--- config.mk ---
export PLATFORM = sky130hd
export DESIGN_NAME = lrucc_outq
export DESIGN_NICKNAME = d
export VERILOG_FILES = /design/src/rtl/lrucc_pkg.sv /design/src/rtl/lrucc_outq.sv
export SDC_FILE = /design/constraint.sdc
export NUM_CORES = 1
export LEC_CHECK = 0
export BUFFER_PORTS_ARGS = -buffer_cell sky130_fd_sc_hd__buf_2
export CAP_MARGIN = 40
export CORE_AREA = 3 3 88 90
export CTS_CLUSTER_DIAMETER = 60
export DETAILED_ROUTE_END_ITERATION = 8
export DIE_AREA = 0 0 91 93
export PLACE_DENSITY = 0.72
export RECOVER_POWER = 25
export SLEW_MARGIN = 20
export SYNTH_ARGS = -nofsm -noshare
export SYNTH_HDL_FRONTEND = slang
export SYNTH_SLANG_ARGS = --single-unit
--- constraint.sdc ---
create_clock -name clock -period 6.1 [get_ports clock]
set_input_delay 0.305 -clock clock [delete_from_list [all_inputs] [get_ports clock]]
set_output_delay 0.305 -clock clock [all_outputs]
set_load 0.05 [all_outputs]
--- src/rtl/lrucc_pkg.sv ---
// Package for the LRU checkout cache: request, result, entry, neighbor link and scan token types.
// Holds the fixed field widths and operation codes. Depends on nothing.
package lrucc_pkg;

   localparam int KEY_BITS   = 32;
   localparam int VALUE_BITS = 16;
   localparam int CFG_BITS   = 7;

   localparam logic [CFG_BITS-1:0] CFG_RESET = 7'd64;

   localparam logic KIND_PUT   = 1'b0;
   localparam logic KIND_FETCH = 1'b1;

   typedef struct packed {
      logic                  kind;
      logic [KEY_BITS-1:0]   key;
      logic [VALUE_BITS-1:0] value_in;
   } req_type;

   typedef struct packed {
      logic                  hit;
      logic [VALUE_BITS-1:0] value_out;
      logic                  dropped;
      logic [VALUE_BITS-1:0] dropped_value;
   } rsp_type;

   typedef struct packed {
      logic                  valid;
      logic [KEY_BITS-1:0]   key;
      logic [VALUE_BITS-1:0] value;
   } entry_type;

   // What a cell offers its upstream neighbor: its entry, and a load strobe
   // that closes the gap left by a fetch.
   typedef struct packed {
      logic      load;
      entry_type ent;
   } back_type;

   // The scan token that walks the chain, one cell per cycle.
   typedef struct packed {
      logic                  active;
      logic                  kind;
      logic                  done;
      logic                  evict;
      logic [KEY_BITS-1:0]   key;
      logic [KEY_BITS-1:0]   carry_key;
      logic [VALUE_BITS-1:0] carry_value;
      logic                  hit;
      logic [VALUE_BITS-1:0] value_out;
      logic                  dropped;
      logic [VALUE_BITS-1:0] dropped_value;
   } tok_type;

endpackage

--- src/rtl/lrucc_outq.sv ---
// Two-entry result queue between the cache core and the result channel.
// Depends on lrucc_pkg.
module lrucc_outq
   import lrucc_pkg::*;
(
   input  logic    clock,
   input  logic    reset,
   input  logic    push,
   input  rsp_type push_data,
   output logic    full,
   output logic    rsp_valid,
   input  logic    rsp_ready,
   output rsp_type rsp_data
);

   logic    head_v_ff, head_v_in, tail_v_ff, tail_v_in;
   rsp_type head_ff, head_in, tail_ff, tail_in;

   always_comb begin
      head_v_in = head_v_ff;
      head_in   = head_ff;
      tail_v_in = tail_v_ff;
      tail_in   = tail_ff;
      if (head_v_ff && rsp_ready) begin
         head_v_in = tail_v_ff;
         head_in   = tail_ff;
         tail_v_in = 1'b0;
      end
      if (push) begin
         if (!head_v_in) begin
            head_v_in = 1'b1;
            head_in   = push_data;
         end else begin
            tail_v_in = 1'b1;
            tail_in   = push_data;
         end
      end
   end

   always_ff @(posedge clock) begin
      if (reset) begin
         head_v_ff <= 1'b0;
         tail_v_ff <= 1'b0;
      end else begin
         head_v_ff <= head_v_in;
         tail_v_ff <= tail_v_in;
      end
      head_ff <= head_in;
      tail_ff <= tail_in;
   end

   assign full      = tail_v_ff;
   assign rsp_valid = head_v_ff;
   assign rsp_data  = head_ff;

endmodule

# Yosys cells after proc, flatten, opt, wreduce, memory -nomap -nowiden

Cells that the tools add are included.

Register bits: 70
Bits of input ports: 38
Output and inout port bits: 36

Muxes and demuxes: 8
Reduce and logical (&&, ||, !) cells: 2

Operator list:

| cell              | count |
|---|---|
| $mux 34           | 3 |
| $mux 1            | 5 |
| $reduce_and 2->1  | 1 |
| $logic_and 1x1->1 | 1 |

# Longest topological paths before layout

Depth after elaboration: 4
Mapped depth: 5
Depth with buffers taken out: 3

# Worst setup path before layout

OpenSTA, ideal clock, no wires.

Path kind: reg2reg
Start: reg tail_v_ff (netlist: full)
End: reg tail_ff[0] (netlist bit), enable pin
Arrival time: 2363 ps
Required time: 5675 ps
Path slack: 3312 ps
Cell stages (with the launch flop): 4
Path buffers: 0
Clock period less this slack: 2788 ps
Path through: dfxtp_1 -> nand2b_1 -> nand2_1 -> nor2_1

Word-level cells in the longest chain between the ends: 2

Ends and longest elaborated chain:

| what                              | RTL line         | text |
|---|---|---|
| from (decl)                       | lrucc_outq.sv:16 | `logic head_v_ff, head_v_in, tail_v_ff, tail_v_in;` |
| from (signal assigned)            | lrucc_outq.sv:46 | `tail_v_ff <= tail_v_in;` |
| $mux 1                            | lrucc_outq.sv:24 | `if (head_v_ff && rsp_ready) begin` |
| $reduce_and 2->1 (no source line) | -                |  |
| to (signal assigned)              | lrucc_outq.sv:49 | `tail_ff <= tail_in;` |
| to (decl)                         | lrucc_outq.sv:17 | `rsp_type head_ff, head_in, tail_ff, tail_in;` |

Every way passes these cells.
A chain may end at the register's enable or synchronous reset.

==> flow_summary.yaml <==
outcome:
  outcome: "finished clean"
final_layout:
  fin_cells: 339
  drive_gt1_share_pct: 47.92
  stdcell_area_um2: 3446
  diodes: 0
  layout.nets: 273
  final_cell_mix: "buf_2, dfxtp_1, edfxtp_1, mux2_4, mux2_1"
  areaGrowthSynthToFinish_pct: 23.55
  final_common_cell: "buf_2"
  fin_util_pct: 48.28
clock_network:
  insertion_delay_ns: 0.34
  cts_made_buffers: 9
  hold_buffers: 0
  clkTransAtPathRegs_ns: 0.07
  htreeDepth: 3
  cts_tree: "built"
  cts_root_buf: "clkbuf_8"
  cts_sinks: 70
  clockBufferDepth: 2
  cts_setup_buffers: 0
  post_cts_resized: 0
timing:
  setup_ws_ns: 4.411
  setup_viol: 0
  hold_viol: 0
  setup_tns_ns: 0
  fin_crit_ns: 1.689
  timing.hold.ws_ns: 0.1410
  max_slew.worst_pin.slew_ns: 0.5246
  slew_headroom_pct: 64.95
  period_share_pct: 27.69
  rsz0062_at_grt: "false"
  clock_skew_ns: 0.008707
  slew_viol_final: 0
  max_freq_mhz: 592.1
critical_path:
  critPathLaunchType: "register"
  cp.required_ns: 6.32
  max_stage_delay_ns: 0.46
  critical_path.cell_chain: "nand2b_1, a21o_2, buf_12, mux2_2"
  critPathKind: "register to register"
  crit_family: "compound AO/OA/AOI/OAI gates"
  worstPathArrival_ns: 1.91
  critPathCaptureType: "register"
  crit_buf_inv: 1
  critPathMaxFanout: 20
  slowest_stage: "a21o_2"
synthesis:
  yosysUniqueCellTypes: 16
  ys_seq_area_share_pct: 62.45
  synthCells: 156
  synth_seq_cells: 70
  synth_area_per_cell_um2: 17.88
  ys_warn_count: 0
  syn-cell-area_um2: 2789
  syn_nets: 194
floorplanning:
  rows: 31
  ioPinCount: 74
  die_area_um2: 8463
  fp.dieW_um: 91
  coreArea_um2: 7137
  fp.dieH_um: 93
  start_util_pct: 39.08
grt:
  grt_use_total_pct: 11.55
  grt.overflow.total: 0
  grt_pass1_vias: 1628
  grt_pass1_wl_um: 7493
  antenna_found_initial: 0
  grt_max_degree: 36
power:
  seqPwrFrac_pct: 43.7
  switchingPower_mw: 0.3541
  vdd_drop_max_mv: 0.1939
  swShare_pct: 28.20
  pwr-share-clk_pct: 35.0
  pwr-share-comb_pct: 21.3
  power_density_nw_per_um2: 364.4
  p_leak_nw: 1.437
  power_mw: 1.256
  p_int_mw: 0.9016
routing:
  firstDrtPassIters: 3
  wl_per_cell_um: 13.32
  viasPerCell: 4.372
  dr.first_iter.drc_count: 27
  routed_wl_um: 4514
  drcViolationCount: 0
  via_count: 1482
  ant_nets: 0
flow_run:
  drv_cap: 0
place:
  dp_slack_ns: 4.335
  dp_cells: 323
  placed_area_um2: 3229
  dpl.hpwl_um: 3048
  port_buffers: 73
  place_congestion: 0.6077
min_path:
  hold_class: "primary input to register"
## flip-flops by register name (all words and copies together), names as in the netlist
| register | cells |
|---|---|
| rsp_valid | 1 |
| full | 1 |
| rsp_data | 34 |
| tail_ff | 34 |
## cells in the mapped netlist, drive strengths merged
cell    instances  share of area, %
a21o            1              0.27
a21oi           2              0.36
and2b           1              0.31
buf             7               3.8
dfxtp          36                26
edfxtp         34                37
inv             1              0.13
mux2           68                31
nand2           3              0.67
nand2b          1              0.22
nor2            1              0.13
o21ai           1              0.18
## final timing paths
kind,startpoint,endpoint,slack (ns),depth (start not counted)
hold / removal,reset,rsp_valid$_SDFF_PP0_,0.14,2
setup reg to reg,full$_SDFF_PP0_,rsp_data[33]$_DFF_P_,4.41,4
hold reg to reg,full$_SDFF_PP0_,full$_SDFF_PP0_,0.49,2
setup / recovery,full$_SDFF_PP0_,rsp_data[33]$_DFF_P_,4.41,4
## cell type report
cell class / count / area, um2
clock buffers: 10 / 127.6
multi-input cells: 78 / 947.2
repair buffers: 75 / 391.6
flip-flops and latches: 70 / 1742
clock inverters: 6 / 110.1
fillers: 662 / 3691
well taps: 99 / 123.9
inverters: 1 / 3.754
## per-layer routing
metal / vias to the layer above / wire length, um / track usage [%] / share of wire [%]
met1: 699 / 1854 / 12.41 / 41
met3: 6 / 328 / 5.632 / 7.3
met4: 0 / 73 / 4.899 / 1.6
met2: 45 / 2258 / 19.37 / 50
met5: - / 0 / 0 / 0
li1: 732 / - / - / -
## power groups by stage
| stage | registers [mW] | logic, mW | clock network [mW] |
|---|---|---|---|
| final | 0.549 | 0.267 | 0.440 |
| after global routing | 0.554 | 0.282 | 0.473 |
| after CTS | 0.550 | 0.272 | 0.454 |
| after detailed placement | 0.560 | 0.272 | 0 |
| after global placement | 0.559 | 0.266 | 0 |
| after floorplan | 0.678 | 0.0967 | 0 |
## cells by family (layout without fill, tap and decap cells)
| logic type | count (synthesis) | in the layout | synth area share, % |
|---|---|---|---|
| AOI/OAI and AO/OA | 4 | 4 | 0.8075 |
| muxes | 68 | 68 | 31.49 |
| buffers and inverters | 8 | 92 | 3.903 |
| and+or+nand+nor | 6 | 6 | 1.346 |
| DFF | 70 | 70 | 62.45 |
No activity file was read; power rests on OpenSTA's default activity.
