==> config.mk <==
export PLATFORM = sky130hd
export DESIGN_NAME = lrucc_cell
export DESIGN_NICKNAME = d
export VERILOG_FILES = /design/src/rtl/lrucc_pkg.sv /design/src/rtl/lrucc_cell.sv
export SDC_FILE = /design/constraint.sdc
export NUM_CORES = 1
export LEC_CHECK = 0
export ABC_CLOCK_PERIOD_IN_PS = 4500
export BUFFER_PORTS_ARGS = -buffer_cell sky130_fd_sc_hd__buf_2
export CORE_UTILIZATION = 35
export CTS_CLUSTER_SIZE = 14
export DETAILED_ROUTE_END_ITERATION = 10
export GPL_TIMING_DRIVEN = 0
export REMOVE_ABC_BUFFERS = 1
export SLEW_MARGIN = 10
export SYNTH_ARGS = -nofsm -noshare
export SYNTH_HDL_FRONTEND = slang
export SYNTH_SLANG_ARGS = --single-unit
==> constraint.sdc <==
create_clock -name clock -period 4.5 [get_ports clock]
set_clock_uncertainty 0.2 [all_clocks]
set_input_delay 0.9 -clock clock [delete_from_list [all_inputs] [get_ports clock]]
set_output_delay 0.9 -clock clock [all_outputs]
set_load 0.02 [all_outputs]
==> src/rtl/lrucc_pkg.sv <==
// Package for the LRU checkout cache: request, result, entry, neighbor link and scan token types.
// Holds the fixed field widths and operation codes. Depends on nothing.
package lrucc_pkg;

   localparam int KEY_BITS   = 32;
   localparam int VALUE_BITS = 16;
   localparam int CFG_BITS   = 7;

   localparam logic [CFG_BITS-1:0] CFG_RESET = 7'd64;

   localparam logic KIND_PUT   = 1'b0;
   localparam logic KIND_FETCH = 1'b1;

   typedef struct packed {
      logic                  kind;
      logic [KEY_BITS-1:0]   key;
      logic [VALUE_BITS-1:0] value_in;
   } req_type;

   typedef struct packed {
      logic                  hit;
      logic [VALUE_BITS-1:0] value_out;
      logic                  dropped;
      logic [VALUE_BITS-1:0] dropped_value;
   } rsp_type;

   typedef struct packed {
      logic                  valid;
      logic [KEY_BITS-1:0]   key;
      logic [VALUE_BITS-1:0] value;
   } entry_type;

   // What a cell offers its upstream neighbor: its entry, and a load strobe
   // that closes the gap left by a fetch.
   typedef struct packed {
      logic      load;
      entry_type ent;
   } back_type;

   // The scan token that walks the chain, one cell per cycle.
   typedef struct packed {
      logic                  active;
      logic                  kind;
      logic                  done;
      logic                  evict;
      logic [KEY_BITS-1:0]   key;
      logic [KEY_BITS-1:0]   carry_key;
      logic [VALUE_BITS-1:0] carry_value;
      logic                  hit;
      logic [VALUE_BITS-1:0] value_out;
      logic                  dropped;
      logic [VALUE_BITS-1:0] dropped_value;
   } tok_type;

endpackage

==> src/rtl/lrucc_cell.sv <==
// One cache cell: a stored entry plus the token stage that visits it.
// Depends on lrucc_pkg.
module lrucc_cell
   import lrucc_pkg::*;
(
   input  logic     clock,
   input  logic     reset,
   input  tok_type  tok_in,
   output tok_type  tok_out,
   input  back_type back_in,
   output back_type back_out
);

   logic                  valid_ff, valid_in;
   logic [KEY_BITS-1:0]   key_ff, key_in;
   logic [VALUE_BITS-1:0] value_ff, value_in;
   tok_type               tok_ff;
   tok_type               tok_nx;
   logic                  load;
   logic                  match;

   assign match = valid_ff && (key_ff == tok_ff.key);

   always_comb begin
      tok_nx   = tok_ff;
      valid_in = valid_ff;
      key_in   = key_ff;
      value_in = value_ff;
      load     = 1'b0;
      if (back_in.load) begin
         valid_in = back_in.ent.valid;
         key_in   = back_in.ent.key;
         value_in = back_in.ent.value;
      end
      if (tok_ff.active) begin
         if (tok_ff.kind == KIND_FETCH) begin
            if (tok_ff.done) begin
               // Entries past the removed one move one place toward the head.
               load     = 1'b1;
               valid_in = 1'b0;
            end else if (match) begin
               tok_nx.done      = 1'b1;
               tok_nx.hit       = 1'b1;
               tok_nx.value_out = value_ff;
               valid_in         = 1'b0;
            end
         end else if (!tok_ff.done) begin
            if (match) begin
               tok_nx.done          = 1'b1;
               tok_nx.dropped       = 1'b1;
               tok_nx.dropped_value = value_ff;
               key_in               = tok_ff.carry_key;
               value_in             = tok_ff.carry_value;
            end else if (!valid_ff) begin
               tok_nx.done = 1'b1;
               valid_in    = 1'b1;
               key_in      = tok_ff.carry_key;
               value_in    = tok_ff.carry_value;
            end else begin
               key_in   = tok_ff.carry_key;
               value_in = tok_ff.carry_value;
               if (tok_ff.evict && !back_in.ent.valid) begin
                  // Last valid entry is the least recent one: it leaves.
                  tok_nx.done          = 1'b1;
                  tok_nx.dropped       = 1'b1;
                  tok_nx.dropped_value = value_ff;
               end else begin
                  tok_nx.carry_key   = key_ff;
                  tok_nx.carry_value = value_ff;
               end
            end
         end
      end
   end

   assign tok_out        = tok_nx;
   assign back_out.load  = load;
   assign back_out.ent   = '{valid: valid_ff, key: key_ff, value: value_ff};

   always_ff @(posedge clock) begin
      if (reset) begin
         valid_ff      <= 1'b0;
         tok_ff.active <= 1'b0;
      end else begin
         valid_ff <= valid_in;
         tok_ff   <= tok_in;
      end
      key_ff   <= key_in;
      value_ff <= value_in;
   end

endmodule

Word level (Yosys, flattened, before mapping)
Cells that the tools add are included.
{"block": "totals", "reg_bits": 167, "input_bits": 170, "output_inout_bits": 168, "word_cells": 59}
{"block": "classes", "eq_ne": 1, "mux": 41, "reduce_logical": 3}
{"operator": "48-bit two-way mux", "count": 5}
{"operator": "17-bit two-way mux", "count": 8}
{"operator": "32-bit two-way mux", "count": 4}
{"operator": "82-bit two-way mux", "count": 1}
{"operator": "16-bit two-way mux", "count": 4}
{"operator": "32-bit equality test", "count": 1}
{"operator": "1-bit two-way mux", "count": 19}
{"operator": "1-bit logical AND", "count": 2}
{"operator": "1-bit logical NOT", "count": 1}

Longest topological paths before layout
{"block": "depth", "word_depth": 8, "ltp_mapped": 8}

Least setup slack after synthesis
No wires, ideal clock.
{"block": "synth_timing", "kind": "input to register", "startpoint": "input reset", "endpoint": "register tok_ff[0] in the netlist's numbering (enable)", "setup_ns": 0.470, "t_arrival_ns": 3.174, "required_ns": 3.830, "slack_ns": 0.656, "path_stages": 1, "n_path_buf": 0, "path_cell_list": "inv_1"}
{"item": "from (decl)", "line_no": "lrucc_cell.sv:7", "text": "input logic reset,"}
{"item": "to (signal assigned)", "line_no": "lrucc_cell.sv:86", "text": "tok_ff <= tok_in;"}
{"item": "to (decl)", "line_no": "lrucc_cell.sv:17", "text": "tok_type tok_ff;"}
No word-level cell between the ends.

==> impl_metrics.yaml <==
die:
  core_mm2: 0.0204
  die_h_um: 147
  initial_core_util: 0.360
  rows: 52
  die_area_mm2: 0.0215
  io_pins: 338
  die-width_um: 147
worst_setup_path:
  cp_cell_sequence: "xnor2_2 -> nand2_1 -> or3b_1 -> or4_4 -> nor4_4 -> buf_6 -> buf_6 -> mux2_2 -> buf_2"
  critPathArrivalTime_ns: 3.34
  worst_ep_required_time_ns: 3.40
  crit_family: "simple AND/OR/NAND/NOR gates"
  crit_fanout: 9
  cpMostUsedCell: "buf_6"
  cp_num_buf_inv: 3
  cp-end-kind: "output port"
  cpPeakStageDelay_ns: 0.55
  path_class: "reg2out"
  setup.worst_path.start_class: "flop"
  slowest_stage: "or4_4"
flow_run:
  maxCapViolations: 0
cts:
  cts.clk_slew.worst_paths_ns: 0.07
  cts_max_path_buffers: 2
  clock-sinks: 167
  cts_tree: "done"
  cts_made_buffers: 17
  htree_num_levels: 4
  clock-root-buffer: "clkbuf_16"
  clk_latency_ns: 0.42
  postCtsHoldBufs: 0
timing:
  hold_viol_final: 0
  slew_violations: 0
  worst_pin_slew_ns: 0.558
  layout_setup_ws_ns: 0.0578
  fmax_mhz: 225
  whs_ns: 0.260
  fin_crit_sh: 0.987
  setup_viol_count_final: 0
  period_minus_slack_ns: 4.44
  relSlewSlack: 0.628
yosys:
  yosys-top-cells-count: "edfxtp_1 (117), mux2_2 (71), nand2_1 (54)"
  synth_ff_type: "edfxtp_1"
  synthArstFlopShare: 0
  synth_cell_types: 34
  ys_ff_latch: 167
  yosysTopAreaCellShare: 0.479
  yosysSeqAreaShare: 0.616
  netlist_area_mm2: 0.00733
  synth_edf_count: 117
  syn_area_per_cell_um2: 13.7
  yosysWarnings: 0
  synth.largest_area_cell: "edfxtp_1"
  synthMostInstantiatedCell: "edfxtp_1"
  synth_area_leaders: "edfxtp_1 (48%), dfxtp_1 (14%), mux2_2 (11%)"
  synthCells: 534
pwr:
  internal-power_mw: 2.94
  power_density_mw_per_mm2: 422
  power_leakage_nw: 4.20
  p_sw_mw: 1.20
  irDropWorstVdd_mv: 0.253
  sw_frac_of_total: 0.291
  seqPwrFrac: 0.462
  combinationalPowerShare: 0.169
  pwr-share-clk: 0.369
cells_and_area:
  nets: 1011
  syn_to_final_growth_pct: 34.0
  drive_gt1_frac: 0.555
  diodes: 0
  fillCellCount: 1881
global_routing:
  grtUsageTotal: 0.182
  grt_pass1_wl_mm: 29.6
  overflow: 0
  grt_pass1_vias: 5253
  grt_max_degree: 66
  antenna_found_initial: 0
place:
  portBuffers: 337
  dp_hpwl_mm: 14.2
  place_ws_ns: 0.109
  globalplace.congestion: 0.748
run_status:
  outcome: "complete, no violations"
drt:
  final_antenna_net_count: 0
  drtIter0Drc: 161
  wl_per_cell_um: 17.6
  routed_wl_mm: 19.7
  via_per_inst: 4.63
  dr.pass1.iters: 5
  drc: 0
  num_vias: 5201
hold_path:
  hold_path.class: "reg2reg"
layout make-up:
cell class,count,area (um^2),share of cell area
Clock buffer,17,425,0.0433
Clock inverter,15,178,0.0181
Inverter,2,12.5,0.00127
Multi-Input combinational cell,304,2500,0.254
Sequential cell,167,4510,0.460
Tap cell,270,338,0.0344
Timing Repair Buffer,349,1860,0.189
sequential cells by signal, indices dropped and copies added (netlist names):
register and cells:
tok_ff 83, valid_ff 1, value_ff 16, tok_out 35, key_ff 32
per-layer routing:
metal	GRT usage	part of all wire
met5	0	0
met4	0.0521	0.012
met3	0.0534	0.064
met2	0.321	0.51
met1	0.214	0.41
metrics by stage:
| stage | TNS [ns] | power [mW] | instance area (um^2) | util | cells |
|---|---|---|---|---|---|
| floorplan | 0 | 2.33 | 6950 | - | 473 |
| global placement | -206.43 | 2.64 | 8970 | 0.441 | 1080 |
| detailed placement | 0 | 2.65 | 9120 | 0.448 | 1086 |
| CTS | 0 | 4.20 | 9760 | 0.479 | 1120 |
| global route | -0.0213 | 4.32 | 9820 | 0.482 | 1124 |
| finish | 0 | 4.15 | 9820 | 0.482 | 1124 |
worst reg2reg max path, cell delays in order, from the launching register on:
cell	delay, ns
edfxtp_1	0.43
xnor2_2	0.26
nand4_1	0.17
nor3_1	0.45
a31oi_1	0.15
o211a_1	0.22
logic make-up (layout without fill, tap and decap cells):
| logic type | count (synthesis) | after routing | synth area share |
|---|---|---|---|
| flip-flops | 167 | 167 | 0.616 |
| multiplexers | 129 | 129 | 0.194 |
| AND/OR/NAND/NOR | 89 | 89 | 0.0599 |
| buffers and inverters | 63 | 383 | 0.0531 |
| AO/OA/AOI/OAI | 54 | 54 | 0.0384 |
| XOR/XNOR | 32 | 32 | 0.0382 |
path summary, 6_finish.rpt:
check,from,to,slack (ns),depth (start not counted)
min reg2reg,tok_ff[56],key_ff[6],0.26,2
min,tok_ff[56],key_ff[6],0.26,2
max reg2reg,tok_out[89],valid_ff,2.51,5
max,tok_out[103],tok_out[21],0.06,9
power by group through the flow:
| stage | Sequential [mW] | Clock (mW) | Combinational (mW) |
|---|---|---|---|
| 2_1_floorplan | 2.03 | 0 | 0.299 |
| 3_3_place_gp | 1.95 | 0 | 0.691 |
| 3_5_place_dp | 1.95 | 0 | 0.700 |
| 4_1_cts | 1.91 | 1.58 | 0.705 |
| 5_1_grt | 1.94 | 1.63 | 0.749 |
| 6_report | 1.92 | 1.53 | 0.702 |
what timing repair did:
item,in CTS,in global routing
buffers inserted,2,4
endpoints found under the hold margin,0,0
gates resized for setup,2,4
pin swaps,1,1
setup endpoints to repair,21,13
cells in the final DEF (no fill, tap or decap), types with 6 or more instances in the layout:
master and instances:
buf_2 336, edfxtp_1 117, mux2_2 71, nand2_1 53
o21ai_0 50, dfxtp_1 50, mux2i_1 49, xnor2_1 24
clkbuf_16 17, nand4_1 10, mux2_4 9, inv_6 7
buf_4 6
No activity file was read; power rests on OpenSTA's default activity.
